==> src/rtl/core/fgc_pkg.sv <==
// ----------------------------------------------------------------------------
// FAT32 geometry calculator package
// Shared constants, controller states and the command and status bundles
// that join the controller to the datapath.
// ----------------------------------------------------------------------------
package fgc_pkg;

  localparam logic [31:0] RESERVED_SECTORS = 32'd32;
  localparam logic [31:0] MIN_CLUSTERS     = 32'd65527;
  localparam logic [7:0]  FIRST_AUTO_SIZE  = 8'd64;
  localparam logic [7:0]  LAST_AUTO_SIZE   = 8'd4;
  localparam logic [32:0] FAT_ROUND_ADD    = 33'd129;

  typedef enum logic [3:0] {
    S_IDLE,
    S_START,
    S_WAIT_N,
    S_CHK_N,
    S_WAIT_FC,
    S_CHK_D,
    S_NEXT,
    S_DONE,
    S_FAIL
  } fgc_state_t;

  typedef struct packed {
    logic load;
    logic div_n;
    logic div_fc;
    logic store_n;
    logic store_d;
    logic next_cand;
    logic write_ok;
    logic write_bad;
  } fgc_cmd_t;

  typedef struct packed {
    logic size_zero;
    logic n_small;
    logic d_bad;
    logic last_cand;
    logic div_done;
    logic out_free;
  } fgc_stat_t;

endpackage

==> src/rtl/core/fgc_if.sv <==
// ----------------------------------------------------------------------------
// FAT32 geometry calculator channels
// Valid/ready channels for the volume request item and the geometry result.
// ----------------------------------------------------------------------------
interface fgc_in_if;
  logic        valid;
  logic        ready;
  logic [20:0] size_mb;
  logic [7:0]  cluster_request;

  modport source (output valid, output size_mb, output cluster_request, input ready);
  modport sink (input valid, input size_mb, input cluster_request, output ready);
endinterface

interface fgc_out_if;
  logic        valid;
  logic        ready;
  logic [31:0] total_sectors;
  logic [25:0] fat_sectors;
  logic [7:0]  cluster_sectors;
  logic [31:0] data_clusters;
  logic        status;

  modport source (
    output valid, output total_sectors, output fat_sectors, output cluster_sectors,
    output data_clusters, output status, input ready
  );
  modport sink (
    input valid, input total_sectors, input fat_sectors, input cluster_sectors,
    input data_clusters, input status, output ready
  );
endinterface

==> src/rtl/core/fat32_geometry_calculator_core.sv <==
// ----------------------------------------------------------------------------
// FAT32 geometry calculator core
// Works out total sectors, sectors per cluster, data clusters and sectors
// per FAT for a volume given in megabytes.
// ----------------------------------------------------------------------------
// One request item gives one result item. Each cluster size tried costs up to
// two 32-step divisions in the shared one-bit-per-cycle divider; the second is
// skipped when the first gives too few clusters. An explicit cluster size is
// tried alone, and the automatic search tries up to five sizes. A volume of
// zero megabytes is rejected without any division. Items are handled one at a
// time; a new item is taken while the previous result still waits in the
// output register.
module fat32_geometry_calculator_core
  import fgc_pkg::*;
(
  input  logic      clk,
  input  logic      rst_n,
  fgc_in_if.sink    in_chan,
  fgc_out_if.source out_chan
);

  fgc_cmd_t  cmd;
  fgc_stat_t stat;

  fgc_ctrl u_ctrl (
    .clk      (clk),
    .rst_n    (rst_n),
    .in_valid (in_chan.valid),
    .in_ready (in_chan.ready),
    .stat     (stat),
    .cmd      (cmd)
  );

  fgc_datapath u_datapath (
    .clk      (clk),
    .rst_n    (rst_n),
    .cmd      (cmd),
    .stat     (stat),
    .in_chan  (in_chan),
    .out_chan (out_chan)
  );

  // A request item is never followed by another in the very next cycle.
  assert property (@(posedge clk) disable iff (!rst_n)
    in_chan.valid && in_chan.ready |=> !in_chan.ready)
    else $error("second item accepted while the first is in progress");

  // A good result always carries a usable cluster count and size.
  assert property (@(posedge clk) disable iff (!rst_n)
    out_chan.valid && !out_chan.status |->
      (out_chan.data_clusters >= MIN_CLUSTERS) && (out_chan.cluster_sectors != 8'd0))
    else $error("good result below the minimum cluster count");

  // A bad-format result carries all-zero geometry.
  assert property (@(posedge clk) disable iff (!rst_n)
    out_chan.valid && out_chan.status |->
      (out_chan.total_sectors == 32'd0) && (out_chan.fat_sectors == 26'd0) &&
      (out_chan.cluster_sectors == 8'd0) && (out_chan.data_clusters == 32'd0))
    else $error("bad-format result with nonzero fields");

endmodule

==> src/rtl/core/fgc_div.sv <==
// ----------------------------------------------------------------------------
// FAT32 geometry calculator divider
// Radix-2 restoring divider, 32-bit dividend by 8-bit nonzero divisor,
// one quotient bit per cycle; done pulses for one cycle with the quotient.
// ----------------------------------------------------------------------------
module fgc_div
  import fgc_pkg::*;
(
  input  logic        clk,
  input  logic        rst_n,
  input  logic        start,
  input  logic [31:0] dividend,
  input  logic [7:0]  divisor,
  output logic        done,
  output logic [31:0] quotient
);

  logic [31:0] quo_r, quo_nxt;
  logic [7:0]  rem_r, rem_nxt;
  logic [4:0]  cnt_r, cnt_nxt;
  logic        busy_r, busy_nxt;
  logic        done_r, done_nxt;
  logic [8:0]  trial;
  logic [8:0]  diff;
  logic        fits;

  assign trial = {rem_r, quo_r[31]};
  assign diff  = trial - {1'b0, divisor};
  assign fits  = trial >= {1'b0, divisor};

  always_comb begin
    quo_nxt  = quo_r;
    rem_nxt  = rem_r;
    cnt_nxt  = cnt_r;
    busy_nxt = busy_r;
    done_nxt = 1'b0;
    if (start) begin
      quo_nxt  = dividend;
      rem_nxt  = 8'd0;
      cnt_nxt  = 5'd31;
      busy_nxt = 1'b1;
    end else if (busy_r) begin
      quo_nxt = {quo_r[30:0], fits};
      rem_nxt = fits ? diff[7:0] : trial[7:0];
      if (cnt_r == 5'd0) begin
        busy_nxt = 1'b0;
        done_nxt = 1'b1;
      end else begin
        cnt_nxt = cnt_r - 5'd1;
      end
    end
  end

  always_ff @(posedge clk) begin
    quo_r <= quo_nxt;
    rem_r <= rem_nxt;
    cnt_r <= cnt_nxt;
    if (!rst_n) begin
      busy_r <= 1'b0;
      done_r <= 1'b0;
    end else begin
      busy_r <= busy_nxt;
      done_r <= done_nxt;
    end
  end

  assign done     = done_r;
  assign quotient = quo_r;

endmodule

==> src/rtl/core/fgc_datapath.sv <==
// ----------------------------------------------------------------------------
// FAT32 geometry calculator datapath
// Holds the request, the candidate cluster size and the intermediate counts,
// drives the shared divider and owns the result register.
// ----------------------------------------------------------------------------
module fgc_datapath
  import fgc_pkg::*;
(
  input  logic      clk,
  input  logic      rst_n,
  input  fgc_cmd_t  cmd,
  output fgc_stat_t stat,
  fgc_in_if.sink    in_chan,
  fgc_out_if.source out_chan
);

  logic [31:0] total_r;
  logic [7:0]  cand_r;
  logic        auto_r;
  logic [31:0] n_r;
  logic [31:0] d_r;
  logic        fc_over_r;

  logic        out_valid_r;
  logic [31:0] out_total_r;
  logic [25:0] out_fat_r;
  logic [7:0]  out_csize_r;
  logic [31:0] out_data_r;
  logic        out_status_r;

  logic        div_start;
  logic [31:0] div_dividend;
  logic        div_done;
  logic [31:0] div_quot;
  logic [32:0] n_plus;
  logic [32:0] fat_sum;

  assign n_plus  = {1'b0, n_r} + 33'd1;
  assign fat_sum = {1'b0, d_r} + FAT_ROUND_ADD;

  assign div_start    = cmd.div_n | cmd.div_fc;
  assign div_dividend = cmd.div_fc ? {5'd0, n_plus[32:6]} : (total_r - RESERVED_SECTORS);

  fgc_div u_div (
    .clk      (clk),
    .rst_n    (rst_n),
    .start    (div_start),
    .dividend (div_dividend),
    .divisor  (cand_r),
    .done     (div_done),
    .quotient (div_quot)
  );

  always_ff @(posedge clk) begin
    if (cmd.load) begin
      total_r <= {in_chan.size_mb, 11'd0};
      auto_r  <= (in_chan.cluster_request == 8'd0);
      cand_r  <= (in_chan.cluster_request == 8'd0) ? FIRST_AUTO_SIZE : in_chan.cluster_request;
    end else if (cmd.next_cand) begin
      cand_r <= {1'b0, cand_r[7:1]};
    end
    if (cmd.store_n) begin
      n_r <= div_quot;
    end
    if (cmd.store_d) begin
      d_r       <= n_r - div_quot - 32'd1;
      fc_over_r <= (div_quot >= n_r);
    end
    if (cmd.write_ok) begin
      out_total_r  <= total_r;
      out_fat_r    <= fat_sum[32:7];
      out_csize_r  <= cand_r;
      out_data_r   <= d_r;
      out_status_r <= 1'b0;
    end else if (cmd.write_bad) begin
      out_total_r  <= 32'd0;
      out_fat_r    <= 26'd0;
      out_csize_r  <= 8'd0;
      out_data_r   <= 32'd0;
      out_status_r <= 1'b1;
    end
  end

  always_ff @(posedge clk) begin
    if (!rst_n) begin
      out_valid_r <= 1'b0;
    end else if (cmd.write_ok || cmd.write_bad) begin
      out_valid_r <= 1'b1;
    end else if (out_chan.ready) begin
      out_valid_r <= 1'b0;
    end
  end

  assign stat.size_zero = (total_r == 32'd0);
  assign stat.n_small   = (n_r < MIN_CLUSTERS);
  assign stat.d_bad     = fc_over_r || (d_r < MIN_CLUSTERS);
  assign stat.last_cand = !auto_r || (cand_r == LAST_AUTO_SIZE);
  assign stat.div_done  = div_done;
  assign stat.out_free  = !out_valid_r || out_chan.ready;

  assign out_chan.valid           = out_valid_r;
  assign out_chan.total_sectors   = out_total_r;
  assign out_chan.fat_sectors     = out_fat_r;
  assign out_chan.cluster_sectors = out_csize_r;
  assign out_chan.data_clusters   = out_data_r;
  assign out_chan.status          = out_status_r;

endmodule

==> src/rtl/core/fgc_ctrl.sv <==
// ----------------------------------------------------------------------------
// FAT32 geometry calculator controller
// Sequences up to two divisions for each candidate cluster size, the checks
// against the minimum cluster count and the write of the result.
// ----------------------------------------------------------------------------
module fgc_ctrl
  import fgc_pkg::*;
(
  input  logic      clk,
  input  logic      rst_n,
  input  logic      in_valid,
  output logic      in_ready,
  input  fgc_stat_t stat,
  output fgc_cmd_t  cmd
);

  fgc_state_t state_r, state_nxt;

  always_ff @(posedge clk) begin
    if (!rst_n) begin
      state_r <= S_IDLE;
    end else begin
      state_r <= state_nxt;
    end
  end

  always_comb begin
    state_nxt = state_r;
    unique case (state_r)
      S_IDLE: begin
        if (in_valid) state_nxt = S_START;
      end
      S_START: begin
        state_nxt = stat.size_zero ? S_FAIL : S_WAIT_N;
      end
      S_WAIT_N: begin
        if (stat.div_done) state_nxt = S_CHK_N;
      end
      S_CHK_N: begin
        state_nxt = stat.n_small ? S_NEXT : S_WAIT_FC;
      end
      S_WAIT_FC: begin
        if (stat.div_done) state_nxt = S_CHK_D;
      end
      S_CHK_D: begin
        state_nxt = stat.d_bad ? S_NEXT : S_DONE;
      end
      S_NEXT: begin
        state_nxt = stat.last_cand ? S_FAIL : S_START;
      end
      S_DONE, S_FAIL: begin
        if (stat.out_free) state_nxt = S_IDLE;
      end
      default: state_nxt = S_IDLE;
    endcase
  end

  always_comb begin
    cmd      = '0;
    in_ready = 1'b0;
    unique case (state_r)
      S_IDLE: begin
        in_ready = 1'b1;
        cmd.load = in_valid;
      end
      S_START:   cmd.div_n     = !stat.size_zero;
      S_WAIT_N:  cmd.store_n   = stat.div_done;
      S_CHK_N:   cmd.div_fc    = !stat.n_small;
      S_WAIT_FC: cmd.store_d   = stat.div_done;
      S_CHK_D:   cmd.next_cand = 1'b0;
      S_NEXT:    cmd.next_cand = !stat.last_cand;
      S_DONE:    cmd.write_ok  = stat.out_free;
      S_FAIL:    cmd.write_bad = stat.out_free;
      default:   cmd           = '0;
    endcase
  end

endmodule
==> src/flat_wrapper.sv <==
// flat-port wrapper written by rule: the top's interface ports become plain ports
module fat32_geometry_calculator_core_flat import fgc_pkg::*;
  (clk, rst_n, in_chan_valid, in_chan_size_mb, in_chan_cluster_request, in_chan_ready, out_chan_valid, out_chan_total_sectors, out_chan_fat_sectors, out_chan_cluster_sectors, out_chan_data_clusters, out_chan_status, out_chan_ready);
  fgc_in_if in_chan_i ();
  fgc_out_if out_chan_i ();
  input  logic clk;
  input  logic rst_n;
  input wire logic [$bits(in_chan_i.valid)-1:0] in_chan_valid;
  input wire logic [$bits(in_chan_i.size_mb)-1:0] in_chan_size_mb;
  input wire logic [$bits(in_chan_i.cluster_request)-1:0] in_chan_cluster_request;
  output wire logic [$bits(in_chan_i.ready)-1:0] in_chan_ready;
  output wire logic [$bits(out_chan_i.valid)-1:0] out_chan_valid;
  output wire logic [$bits(out_chan_i.total_sectors)-1:0] out_chan_total_sectors;
  output wire logic [$bits(out_chan_i.fat_sectors)-1:0] out_chan_fat_sectors;
  output wire logic [$bits(out_chan_i.cluster_sectors)-1:0] out_chan_cluster_sectors;
  output wire logic [$bits(out_chan_i.data_clusters)-1:0] out_chan_data_clusters;
  output wire logic [$bits(out_chan_i.status)-1:0] out_chan_status;
  input wire logic [$bits(out_chan_i.ready)-1:0] out_chan_ready;
  assign in_chan_i.valid = in_chan_valid;
  assign in_chan_i.size_mb = in_chan_size_mb;
  assign in_chan_i.cluster_request = in_chan_cluster_request;
  assign in_chan_ready = in_chan_i.ready;
  assign out_chan_valid = out_chan_i.valid;
  assign out_chan_total_sectors = out_chan_i.total_sectors;
  assign out_chan_fat_sectors = out_chan_i.fat_sectors;
  assign out_chan_cluster_sectors = out_chan_i.cluster_sectors;
  assign out_chan_data_clusters = out_chan_i.data_clusters;
  assign out_chan_status = out_chan_i.status;
  assign out_chan_i.ready = out_chan_ready;
  fat32_geometry_calculator_core u_core (.clk(clk), .rst_n(rst_n), .in_chan(in_chan_i), .out_chan(out_chan_i));
endmodule
==> config.mk <==
export PLATFORM = sky130hd
export DESIGN_NAME = fat32_geometry_calculator_core_flat
export DESIGN_NICKNAME = d
export VERILOG_FILES = /design/src/rtl/core/fgc_pkg.sv /design/src/rtl/core/fgc_if.sv /design/src/rtl/core/fat32_geometry_calculator_core.sv /design/src/rtl/core/fgc_div.sv /design/src/rtl/core/fgc_datapath.sv /design/src/rtl/core/fgc_ctrl.sv /design/src/flat_wrapper.sv
export SDC_FILE = /design/constraint.sdc
export NUM_CORES = 1
export LEC_CHECK = 0
export BUFFER_PORTS_ARGS = -buffer_cell sky130_fd_sc_hd__clkbuf_2
export CAP_MARGIN = 0
export CORE_MARGIN = 5
export CORE_UTILIZATION = 40
export DETAILED_ROUTE_END_ITERATION = 16
export GPL_ROUTABILITY_DRIVEN = 0
export PLACE_DENSITY_LB_ADDON = 0.12
export REMOVE_ABC_BUFFERS = 1
export SLEW_MARGIN = 20
export SYNTH_ARGS = -nofsm -noshare
export SYNTH_HDL_FRONTEND = slang
export SYNTH_SLANG_ARGS = --single-unit
==> constraint.sdc <==
create_clock -name clk -period 7.29 [get_ports clk]
set_clock_uncertainty 0.15 [all_clocks]
set_input_delay 0.729 -clock clk [delete_from_list [all_inputs] [get_ports clk]]
set_output_delay 0.729 -clock clk [all_outputs]
set_load 0.01 [all_outputs]
Word-level counts from Yosys, hierarchy flattened
Index checks and enable logic that the tools add are counted.
Widths: inputs -> output; s select.
{ "op_classes": {"addsub": 7, "multipliers": 0, "div": 0, "order_cmp": 4, "eq_ne": 13, "shifts": 0, "muxes": 38, "bitwise": 4, "n_reduce_logical": 21} }
{ "ops": {"columns": ["cell", "n"], "rows": [
  ["$mux 32", 6],
  ["$lt 32x16->1 const B", 2],
  ["$mux 26", 2],
  ["$mux 8", 6],
  ["$add 32x1->33 const B", 1],
  ["$add 32x8->33 const B", 1],
  ["$ge 32x32->1", 1],
  ["$logic_not 32->1", 1],
  ["$pmux 4 s8", 1],
  ["$sub 32x1->32 const B", 1],
  ["$sub 32x32->32", 1],
  ["$sub 32x6->32 const B", 1],
  ["$mux 4", 6],
  ["$eq 4x3->1 const B", 4],
  ["$mux 1", 16],
  ["$ge 9x8->1", 1],
  ["$eq 4x2->1 const B", 2],
  ["$eq 8x3->1 const B", 1],
  ["$logic_not 8->1", 1],
  ["$ne 2x2->1 const B", 4],
  ["$reduce_bool 2->1", 4],
  ["$sub 8x8->8", 1],
  ["$logic_not 1->1", 5],
  ["$logic_not 5->1", 1],
  ["12 further kinds", 17]
]} }
{ "totals": {"regBits": 246, "latchBits": 0, "ramBits": 0, "rom_bits": 0, "in_bits": 33, "output_inout_bits": 101, "wordCells": 106, "mem_count": 0} }

Logic depth before layout (Yosys ltp)
Gate-level depths: netlist (run 1).
{ "logic_depth": {"word_depth": 6, "depth_mapped": 11, "depth_no_buf": 11} }

Least setup slack after synthesis (run 1)
Ideal clock, no wire load.
{ "synth_timing": {"path_type": "input-to-reg", "startpoint": "in out_chan_ready", "endpoint": "reg u_core.u_datapath.out_csize_r[0], in the netlist u_core.u_datapath.out_chan.cluster_sectors[0], enable pin", "setup_ns": 0.533, "arrival_ns": 4.573, "t_required_ns": 6.607, "setup_slack_ns": 2.034, "cell_stages": 3, "path_buffers": 1, "cell_sequence": "nor2b_1 clkbuf_1 nor2_1"} }
{ "synth_between": {"elab_chain_cells": 3, "elab_cells_between_ends": 4, "classes_between": "mux (2); reduce/logical (2)"} }
{ "synth_rtl": {"columns": ["item", "line", "text"], "rows": [
  ["from (decl)", "flat_wrapper.sv:18", "input wire logic [$bits(out_chan_i.ready)-1:0] out_chan_ready;"],
  ["$logic_or 1x1->1 *", "fgc_datapath.sv:99", "assign stat.out_free = !out_valid_r || out_chan.ready;"],
  ["$mux 1", "fgc_ctrl.sv:61", "unique case (state_r)"],
  ["$reduce_bool 2->1 (no line) *", null, null],
  ["to (signal assigned)", "fgc_datapath.sv:72", "out_csize_r <= cand_r;"],
  ["to (decl)", "fgc_datapath.sv:27", "logic [7:0] out_csize_r;"]
]} }
Mark *: on every way between the ends. The rest lies on a longest branch, timed or not.
A chain may end at the register's enable or synchronous reset.

Final worst setup path (run 1)
{ "layout_timing": {"startpoint": "reg u_core.u_datapath.n_r[6]", "endpoint": "reg u_core.u_datapath.d_r[31] (data pin)"} }
{ "layout_between": {"elab_chain_cells": 2} }
{ "layout_rtl": {"columns": ["item", "line", "text"], "rows": [
  ["from (decl)", "fgc_datapath.sv:20", "logic [31:0] n_r;"],
  ["from (signal assigned)", "fgc_datapath.sv:63", "n_r <= div_quot;"],
  ["$sub 32x32->32", "fgc_datapath.sv:66", "d_r <= n_r - div_quot - 32'd1;"],
  ["$sub 32x1->32", "fgc_datapath.sv:66", null],
  ["to (signal assigned)", "fgc_datapath.sv:66", null],
  ["to (decl)", "fgc_datapath.sv:21", "logic [31:0] d_r;"]
]} }
No other way between the ends.

==> impl_metrics.ini, run 1 <==
[route]
wire_per_inst_um = 16.5
dr.pass1.iters = 4
drcViolationCount = 0
antenna_left = 0
routed_wl_um = 28100
vias = 8654
post_drt_via_cell_ratio = 5.10
first_iter_violations = 545

[critical_path]
reg2reg_from = u_core.u_datapath.n_r[6]$_DFFE_PP_
crit_top_cell = o21ai_0
path_buf_inv = 1
path_class = reg -> reg
required_ns = 7.42
r2r_slack_ns = 4.12
start_kind = register
ff2ff_path_depth = 10
critPathCaptureType = register
worstPathMaxFanout = 9
r2r_end = u_core.u_datapath.d_r[31]$_DFFE_PP_
path_cells = inv_1 -> ha_1 -> o21ai_0 -> o21ai_0 -> a41oi_1 -> o21ai_1 -> a41oi_2 -> o31ai_4 -> nor2_1 -> a211o_1
worst-path-stages = 10
cpPeakStageDelay_ns = 0.46
cpMaxStageDelayCell = ha_1
arrival_ns = 3.29
cp_top_family = compound AO/OA/AOI/OAI gates

[clock_tree]
worstSkewPairLatency_ns = 0.53
cts-root-buf = clkbuf_16
h-tree-depth = 1
cts_tree = done
ctsHoldBuffers = 0
clk_pin_slew_worst_paths_ns = 0.06
post-cts-setup-buffer-count = 0
cts.repair.resized = 0
clockBufferDepth = 3
cts_sinks = 235
cts_made_buffers = 27

[layout]
finalNonFillerCells = 1698
multiInputGateArea_mm2 = 0.00534
antennaDiodeCount = 0
final_nets = 1385
regArea_mm2 = 0.00685
fillerInstances = 2922
syn2layout_area_growth_pct = 14.3
drive_gt1_share_pct = 15.3

[floorplan]
ioPinCount = 134
start_util_pct = 40.5
die_h_um = 188
die-area_mm2 = 0.0355
num_rows = 65
die_x_um = 188
core-area_mm2 = 0.0315

[outcome]
status = complete, no violations

[grt]
grt_pass1_wl_um = 46000
antenna_found_initial = 0
track_usage_pct = 15.6
grt_max_degree = 67
grt_pass1_vias = 8507
grt_overflow_total = 0

[timing]
rsz0062_at_grt = false
hold_slack_ns = 0.226
setup_ws_ns = 4.12
clock.fmax_mhz = 316
finalHoldViolCount = 0
fin_crit_sh_pct = 43.4
finalSetupViolCount = 0
post-route-min-period_ns = 3.17
tns_ns = 0
slew_headroom_pct = 36.1
worstMarginPinSlew_ns = 0.957
drv_slew = 0

[power]
p_comb_share_pct = 34.9
p_switching_mw = 1.87
fin_total_pwr_mw = 5.28
p_leak_nw = 5.60
power_switching_share_pct = 35.3
ir_drop_mv = 0.231
p_per_area_mw_per_mm2 = 362
power_frac_clock_pct = 25.0
p_int_mw = 3.42
p_seq_share_pct = 40.1

[synth]
synth_warnings = 0
syn_inst = 1162
synth_edf_count = 214
synthFlopType = edfxtp_1
synth.distinct_cells = 71
synth-async-reset-ratio_pct = 0
synth_seq_area_share_pct = 53.7
synthesis.area_mm2 = 0.0127
avgSynthCellArea_um2 = 11.0
synth_seq_cells = 235

[hold_path]
holdPathStages = 1
min_to = u_core.u_datapath.total_r[23]$_DFFE_PP_
min-delay-start = in_chan_size_mb[12]
hold_path.class = in -> reg

[place]
portBuffers = 122
pre_cts_ws_ns = 4.11
dp_hpwl_um = 21000
dp.cells = 1649

[run]
cap_violations = 0
==> cells by family (layout without fill, tap and decap cells) <==
family | Yosys count | after routing | share of synthesized area [%]
compound gates | 217 | 217 | 10.8
xor+xnor | 99 | 99 | 6.80
fa+ha+maj | 76 | 76 | 7.58
buf+inv | 149 | 273 | 4.97
flops | 235 | 235 | 53.7
mux | 11 | 11 | 0.933
other cells | 1 | 11 | 0.0294
simple gates | 374 | 374 | 15.1
==> metal layers <==
| metal | part of all wire [%] | global-route usage, % |
|---|---|---|
| met1 | 51 | 23.9 |
| met2 | 41 | 22.8 |
| met3 | 5.2 | 2.74 |
| met4 | 2.0 | 3.92 |
| met5 | 0 | 0 |
==> cells in the mapped netlist, drive strengths merged (4+ instances only) <==
cell type | count | area share (%)
edfxtp | 214 | 50
inv | 94 | 2.8
nor2 | 92 | 2.8
nand2 | 80 | 2.4
ha | 74 | 7.3
xnor2 | 70 | 4.8
a21oi | 64 | 2.5
o21ai | 56 | 2.2
and2 | 55 | 2.7
clkbuf | 35 | 1.0
xor2 | 29 | 2.0
nand3 | 28 | 1.1
nor3 | 28 | 1.1
nor4 | 23 | 1.4
dfxtp | 21 | 3.3
buf | 20 | 1.2
nand4 | 20 | 1.0
a21o | 17 | 1.0
o211ai | 14 | 0.82
nor2b | 9 | 0.44
a211oi | 8 | 0.47
nand2b | 8 | 0.39
o31ai | 8 | 0.62
a31oi | 7 | 0.34
mux2 | 7 | 0.62
and3 | 6 | 0.33
o21a | 6 | 0.35
a22oi | 5 | 0.29
o21bai | 5 | 0.29
o22ai | 5 | 0.25
or3 | 5 | 0.25
a41oi | 4 | 0.33
and4 | 4 | 0.27
mux2i | 4 | 0.31
nand3b | 4 | 0.24
or2 | 4 | 0.20
or4 | 4 | 0.27
==> worst max path at each step <==
stage / from / slack [ns] / to
finish: u_core.u_datapath.n_r[6]$_DFFE_PP_ / 4.12 / u_core.u_datapath.d_r[31]$_DFFE_PP_
global route: u_core.u_datapath.n_r[11]$_DFFE_PP_ / 3.82 / u_core.u_datapath.d_r[24]$_DFFE_PP_
CTS: u_core.u_datapath.n_r[0]$_DFFE_PP_ / 4.10 / u_core.u_datapath.d_r[24]$_DFFE_PP_
detailed placement: u_core.u_datapath.n_r[0]$_DFFE_PP_ / 4.11 / u_core.u_datapath.d_r[24]$_DFFE_PP_
global placement: u_core.u_datapath.total_r[20]$_DFFE_PP_ / 4.15 / u_core.u_datapath.u_div.quotient[0]$_DFFE_PP_
floorplan: u_core.u_ctrl.state_r[0]$_SDFFE_PN0P_ / 2.06 / u_core.u_datapath.out_chan.cluster_sectors[0]$_SDFFCE_PN0P_
==> metrics by stage <==
stage               util, %  cell area (um^2)
floorplan                 -             12500
global placement       43.5             13700
detailed placement     43.5             13700
CTS                    46.3             14600
global route           46.3             14600
finish                 46.3             14600
==> flip-flops by register name, summed over array words and instances, names as in the netlist, 4 cells and up <==
| name | cells |
|---|---|
| u_core.u_datapath.u_div.cnt_r | 5 |
| u_core.u_datapath.total_r | 21 |
| u_core.u_datapath.out_chan.data_clusters | 32 |
| u_core.u_datapath.d_r | 32 |
| u_core.u_datapath.u_div.rem_r | 8 |
| u_core.u_datapath.out_chan.total_sectors | 21 |
| u_core.u_datapath.out_chan.cluster_sectors | 8 |
| u_core.u_datapath.out_chan.fat_sectors | 26 |
| u_core.u_datapath.n_r | 32 |
| u_core.u_datapath.cand_r | 8 |
| u_core.u_datapath.u_div.quotient | 32 |
| u_core.u_ctrl.state_r | 4 |
==> area by class of cell <==
cell class | count | area share, %
clock inverters | 14 | 0.996
repair buffers | 130 | 4.60
inverters | 94 | 2.42
clock buffers | 35 | 4.91
flip-flops and latches | 235 | 47.0
well taps | 402 | 3.45
multi-input cells | 788 | 36.6
==> cell usage in the layout, fill, tap and decap left out, drive strengths merged, types with 29 or more instances in the layout <==
cell and instances:
clkbuf 157, xor2 29, ha 74, nand2 80, and2 55, o21ai 56, nor2 92, a21oi 64
xnor2 70, inv 94, edfxtp 214
==> power by group through the flow <==
| stage | Sequential (mW) | Clock [mW] | Combinational, mW |
|---|---|---|---|
| 2_1_floorplan | 2.05 | 0 | 1.42 |
| 3_3_place_gp | 2.13 | 0 | 1.83 |
| 3_5_place_dp | 2.14 | 0 | 1.85 |
| 4_1_cts | 2.11 | 1.36 | 1.86 |
| 5_1_grt | 2.15 | 1.42 | 2.10 |
| 6_report | 2.12 | 1.32 | 1.84 |
Power figures use the tool's default switching activity.
==> run 2: changes to the inputs <==
- clock period: 7.29 -> 3.3 ns (I/O delays scaled with it)
==> run 2 against run 1 <==
Net effect: clock power rose by 120%; routed wire length rose by 3.7%; register-to-register slack got worse by 3.9 ns; critical path type unchanged; critical endpoint unchanged; clock-buffer cell count rose by 6; sequential share of layout area fell by 1.4 points; sequential cell count did not move; critical path depth did not move; largest power group unchanged; cell count rose by 2.7%; die area did not move.
==> impl_metrics.ini, run 2 (synthesis gave the netlist of run 1 again) <==
[outcome]
status = complete, no violations

[clock_tree]
cts_sinks = 235
worstSkewPairLatency_ns = 0.54
cts-root-buf = clkbuf_16
cts_made_buffers = 28
cts_tree = done
post-cts-setup-buffer-count = 0
h-tree-depth = 1
clk_pin_slew_worst_paths_ns = 0.07
clockBufferDepth = 3

[power]
p_int_mw = 7.59
power_switching_share_pct = 35.6
p_seq_share_pct = 39.4
p_switching_mw = 4.21
p_per_area_mw_per_mm2 = 786
p_comb_share_pct = 35.8
p_leak_nw = 5.80
power_frac_clock_pct = 24.7
ir_drop_mv = 0.397

[place]
dp.cells = 1663
dp_hpwl_um = 21000
portBuffers = 122

[floorplan]
die_x_um = 188
start_util_pct = 40.5
die-area_mm2 = 0.0355
ioPinCount = 134
core-area_mm2 = 0.0315
die_h_um = 188
num_rows = 65

[critical_path]
arrival_ns = 3.23
start_kind = register
critPathCaptureType = register
cpMaxStageDelayCell = ha_1
path_buf_inv = 1
cpPeakStageDelay_ns = 0.46
path_cells = inv_1 -> ha_1 -> o21ai_0 -> o21ai_0 -> a41oi_1 -> o21ai_1 -> a41oi_2 -> o31ai_4 -> nor2_1 -> a211o_1
cp_top_family = compound AO/OA/AOI/OAI gates
required_ns = 3.45
crit_top_cell = o21ai_0
worstPathMaxFanout = 9
path_class = reg -> reg

[timing]
clock.fmax_mhz = 324
fin_crit_sh_pct = 93.4
rsz0062_at_grt = false
worstMarginPinSlew_ns = 0.719
drv_slew = 0
finalHoldViolCount = 0
slew_headroom_pct = 51.8
finalSetupViolCount = 0
tns_ns = 0
post-route-min-period_ns = 3.08

[grt]
antenna_found_initial = 0
grt_pass1_wl_um = 47400
grt_max_degree = 88
grt_pass1_vias = 8862
grt_overflow_total = 0
track_usage_pct = 16.1

[route]
drcViolationCount = 0
wire_per_inst_um = 16.7
vias = 8821
dr.pass1.iters = 5
post_drt_via_cell_ratio = 5.06
antenna_left = 0
first_iter_violations = 529
routed_wl_um = 29100

[run]
cap_violations = 0

[layout]
syn2layout_area_growth_pct = 17.8
finalNonFillerCells = 1744
layout_common_cells = edfxtp_1 (214), clkbuf_2 (122), inv_1 (94)
drive_gt1_share_pct = 15.8
antennaDiodeCount = 0
final_common_cell = edfxtp_1
final_nets = 1430

[hold_path]
hold_path.class = in -> reg
-- run 2: path summary, 6_finish.rpt --
| path | from | endpoint | slack, ns | depth (start not counted) |
|---|---|---|---|---|
| min | out_chan_ready | u_core.u_ctrl.state_r[3]$_SDFFE_PN0P_ | 0.1 | 5 |
| max reg2reg | u_core.u_datapath.n_r[6]$_DFFE_PP_ | u_core.u_datapath.d_r[31]$_DFFE_PP_ | 0.22 | 10 |
| min reg2reg | u_core.u_datapath.out_chan.status$_SDFFE_PP0P_ | u_core.u_datapath.out_chan.status$_SDFFE_PP0P_ | 0.33 | 2 |
| max | u_core.u_datapath.n_r[6]$_DFFE_PP_ | u_core.u_datapath.d_r[31]$_DFFE_PP_ | 0.22 | 10 |
-- run 2: worst register-to-register path: cells and delay by family (launching register included) --
family                   cells  cell delay [ns]
AO/OA/AOI/OAI                7             1.66
buffers and inverters        1             0.07
flip-flops                   1             0.44
adder cells (fa/ha/maj)      1             0.46
AND/OR/NAND/NOR              1             0.09
-- run 2: metrics by stage --
step	area, um^2	utilization (%)	setup slack [ns]	hold slack (ns)	power, mW
2_1_floorplan	12500	-	-1.93	0.279	7.65
4_1_cts	15000	47.6	0.232	0.0722	11.9
6_report	15000	47.7	0.218	0.0963	11.8
3_5_place_dp	13800	43.9	0.252	0.321	8.89
3_3_place_gp	13800	43.9	0.252	0.311	8.85
5_1_grt	15000	47.7	0.0187	0.0985	12.6
-- run 2: final cells by class --
class	count	area [um^2]
Tap cell	402	503
Clock buffer	41	781
Clock inverter	10	87.6
Inverter	94	353
Multi-Input combinational cell	788	5340
Sequential cell	235	6850
Fill cell	2952	16500
Timing Repair Buffer	174	1100
-- run 2: what timing repair did --
| action | in CTS | in global routing |
|---|---|---|
| gates resized for setup | 0 | 3 |
| hold endpoints to repair | 32 | 0 |
| setup endpoints to repair | 0 | 3 |
| hold buffers | 30 | 0 |
-- run 2: power groups by stage --
stage	logic, mW	registers (mW)	clock network (mW)
2_1_floorplan	3.13	4.52	0
3_3_place_gp	4.17	4.68	0
3_5_place_dp	4.18	4.71	0
4_1_cts	4.23	4.65	3.01
5_1_grt	4.78	4.72	3.13
6_report	4.23	4.65	2.92
-- run 2: layer usage --
metal  vias to the layer above  global-route usage [%]  share of wire, %
li1                       4456                       -                 -
met1                      4084                    24.1                51
met2                       229                    24.1                41
met3                        52                    3.04               5.6
met4                         0                    4.20               2.9
met5                         -                       0                 0
==> run 3: changes to the inputs <==
- clock period: 3.3 -> 3.44 ns (I/O delays scaled with it)
==> run 3 against run 2 <==
Net effect: critical path depth shrank 1; global-route usage shrank 0.22 points; setup slack gained 0.11 ns; power shrank 4.6%; utilization shrank 0.18 points; sequential share of layout area grew 0.18 points; routed wire length shrank 0.85%; first-iteration DRC count grew 4.7%; critical path type unchanged; largest cell class unchanged.
==> impl_metrics.ini, run 3 (synthesis gave the netlist of run 1 again) <==
[power]
ir_drop_mv = 0.467
fin_total_pwr_mw = 11.3
p_per_area_mw_per_mm2 = 753
p_leak_nw = 5.78

[clock_tree]
worstSkewPairLatency_ns = 0.54
cts_tree = done
clockBufferDepth = 3
clk_pin_slew_worst_paths_ns = 0.06
cts-root-buf = clkbuf_16
h-tree-depth = 1
cts_sinks = 235
cts_made_buffers = 27

[route]
wire_per_inst_um = 16.6
antenna_left = 0
dr.pass1.iters = 5
vias = 8796
post_drt_via_cell_ratio = 5.06
routed_wl_um = 28900
first_iter_violations = 554
drcViolationCount = 0

[floorplan]
die-area_mm2 = 0.0355
num_rows = 65
die_x_um = 188
start_util_pct = 40.5
core-area_mm2 = 0.0315
ioPinCount = 134
die_h_um = 188

[timing]
finalSetupViolCount = 0
drv_slew = 0
fin_crit_sh_pct = 90.4
clock.fmax_mhz = 322
rsz0062_at_grt = false
finalHoldViolCount = 0
post-route-min-period_ns = 3.11
worstMarginPinSlew_ns = 0.721
slew_headroom_pct = 51.7
tns_ns = 0
hold_slack_ns = 0.0590

[critical_path]
arrival_ns = 3.24
critPathCaptureType = register
required_ns = 3.57
start_kind = register
worstPathMaxFanout = 6
path_class = reg -> reg

[place]
placed_area_mm2 = 0.0138
dp.cells = 1661
portBuffers = 122
dp_hpwl_um = 21200

[run]
cap_violations = 0

[layout]
final_area_mm2 = 0.0150
antennaDiodeCount = 0
final_common_cell = edfxtp_1
syn2layout_area_growth_pct = 17.3
finalNonFillerCells = 1739
final_nets = 1426
drive_gt1_share_pct = 15.6
layout_common_cells = edfxtp_1 (214), clkbuf_2 (122), inv_1 (94)

[grt]
grt_max_degree = 67
grt_overflow_total = 0
grt_pass1_wl_um = 46500
grt_pass1_vias = 8761
track_usage_pct = 15.9
antenna_found_initial = 0

[outcome]
status = complete, no violations

[hold_path]
hold_path.class = in -> reg
[run 3: changes by cell type in the layout (fill, tap and decap cells not counted), sizes merged]
| cell | change |
|---|---|
| clkbuf | -5 |
| buf | -2 |
| inv | +1 |
| bufinv | +1 |
| dlygate4sd3 | -1 |
| clkinv | +1 |
[run 3: layout make-up]
cell class,count,area [um^2]
Inverter,94,353
Tap cell,402,503
Multi-Input combinational cell,788,5330
Clock inverter,13,121
Clock buffer,36,719
Timing Repair Buffer,171,1080
Sequential cell,235,6850
Fill cell,2903,16500
[run 3: stage by stage]
step	setup WS, ns	utilization [%]
floorplan	-1.79	-
global placement	0.346	43.9
detailed placement	0.266	43.9
CTS	0.246	47.5
global route	0.0726	47.5
finish	0.330	47.5
[run 3: critical path, cell delays in order (launching register included)]
cell and delay [ns]:
edfxtp_1 0.44, ha_1 0.43, o211ai_1 0.15, o211ai_1 0.29, a41oi_1 0.20, o21ai_2 0.23
a41oi_2 0.24, o31ai_4 0.35, nor2_1 0.09, a211o_1 0.27
[run 3: worst paths after layout]
check / start / to / slack, ns / cells after the start
setup / recovery: u_core.u_datapath.u_div.quotient[4]$_DFFE_PP_ / u_core.u_datapath.d_r[31]$_DFFE_PP_ / 0.33 / 9
hold / removal: in_chan_cluster_request[6] / u_core.u_datapath.cand_r[6]$_DFFE_PP_ / 0.06 / 3
setup reg to reg: u_core.u_datapath.u_div.quotient[4]$_DFFE_PP_ / u_core.u_datapath.d_r[31]$_DFFE_PP_ / 0.33 / 9
hold reg to reg: u_core.u_datapath.out_chan.status$_SDFFE_PP0P_ / u_core.u_datapath.out_chan.status$_SDFFE_PP0P_ / 0.34 / 2
[run 3: metal layers]
metal,track usage (%),vias up,part of all wire [%]
met1,23.6,4113,50
li1,-,4444,-
met2,24.0,199,42
met4,4.32,0,2.7
met3,2.82,40,5.4
met5,0,-,0
[run 3: report_power, final]
group / switching, mW / internal (mW)
Sequential: 0.504 / 3.96
Combinational: 2.38 / 1.66
Clock: 1.14 / 1.61
[run 3: what timing repair did]
action                     in CTS  in global routing
setup endpoints to repair       0                  3
buffers inserted                0                  0
resized for setup               0                  2
hold endpoints to repair       30                  0
hold buffers                   29                  0
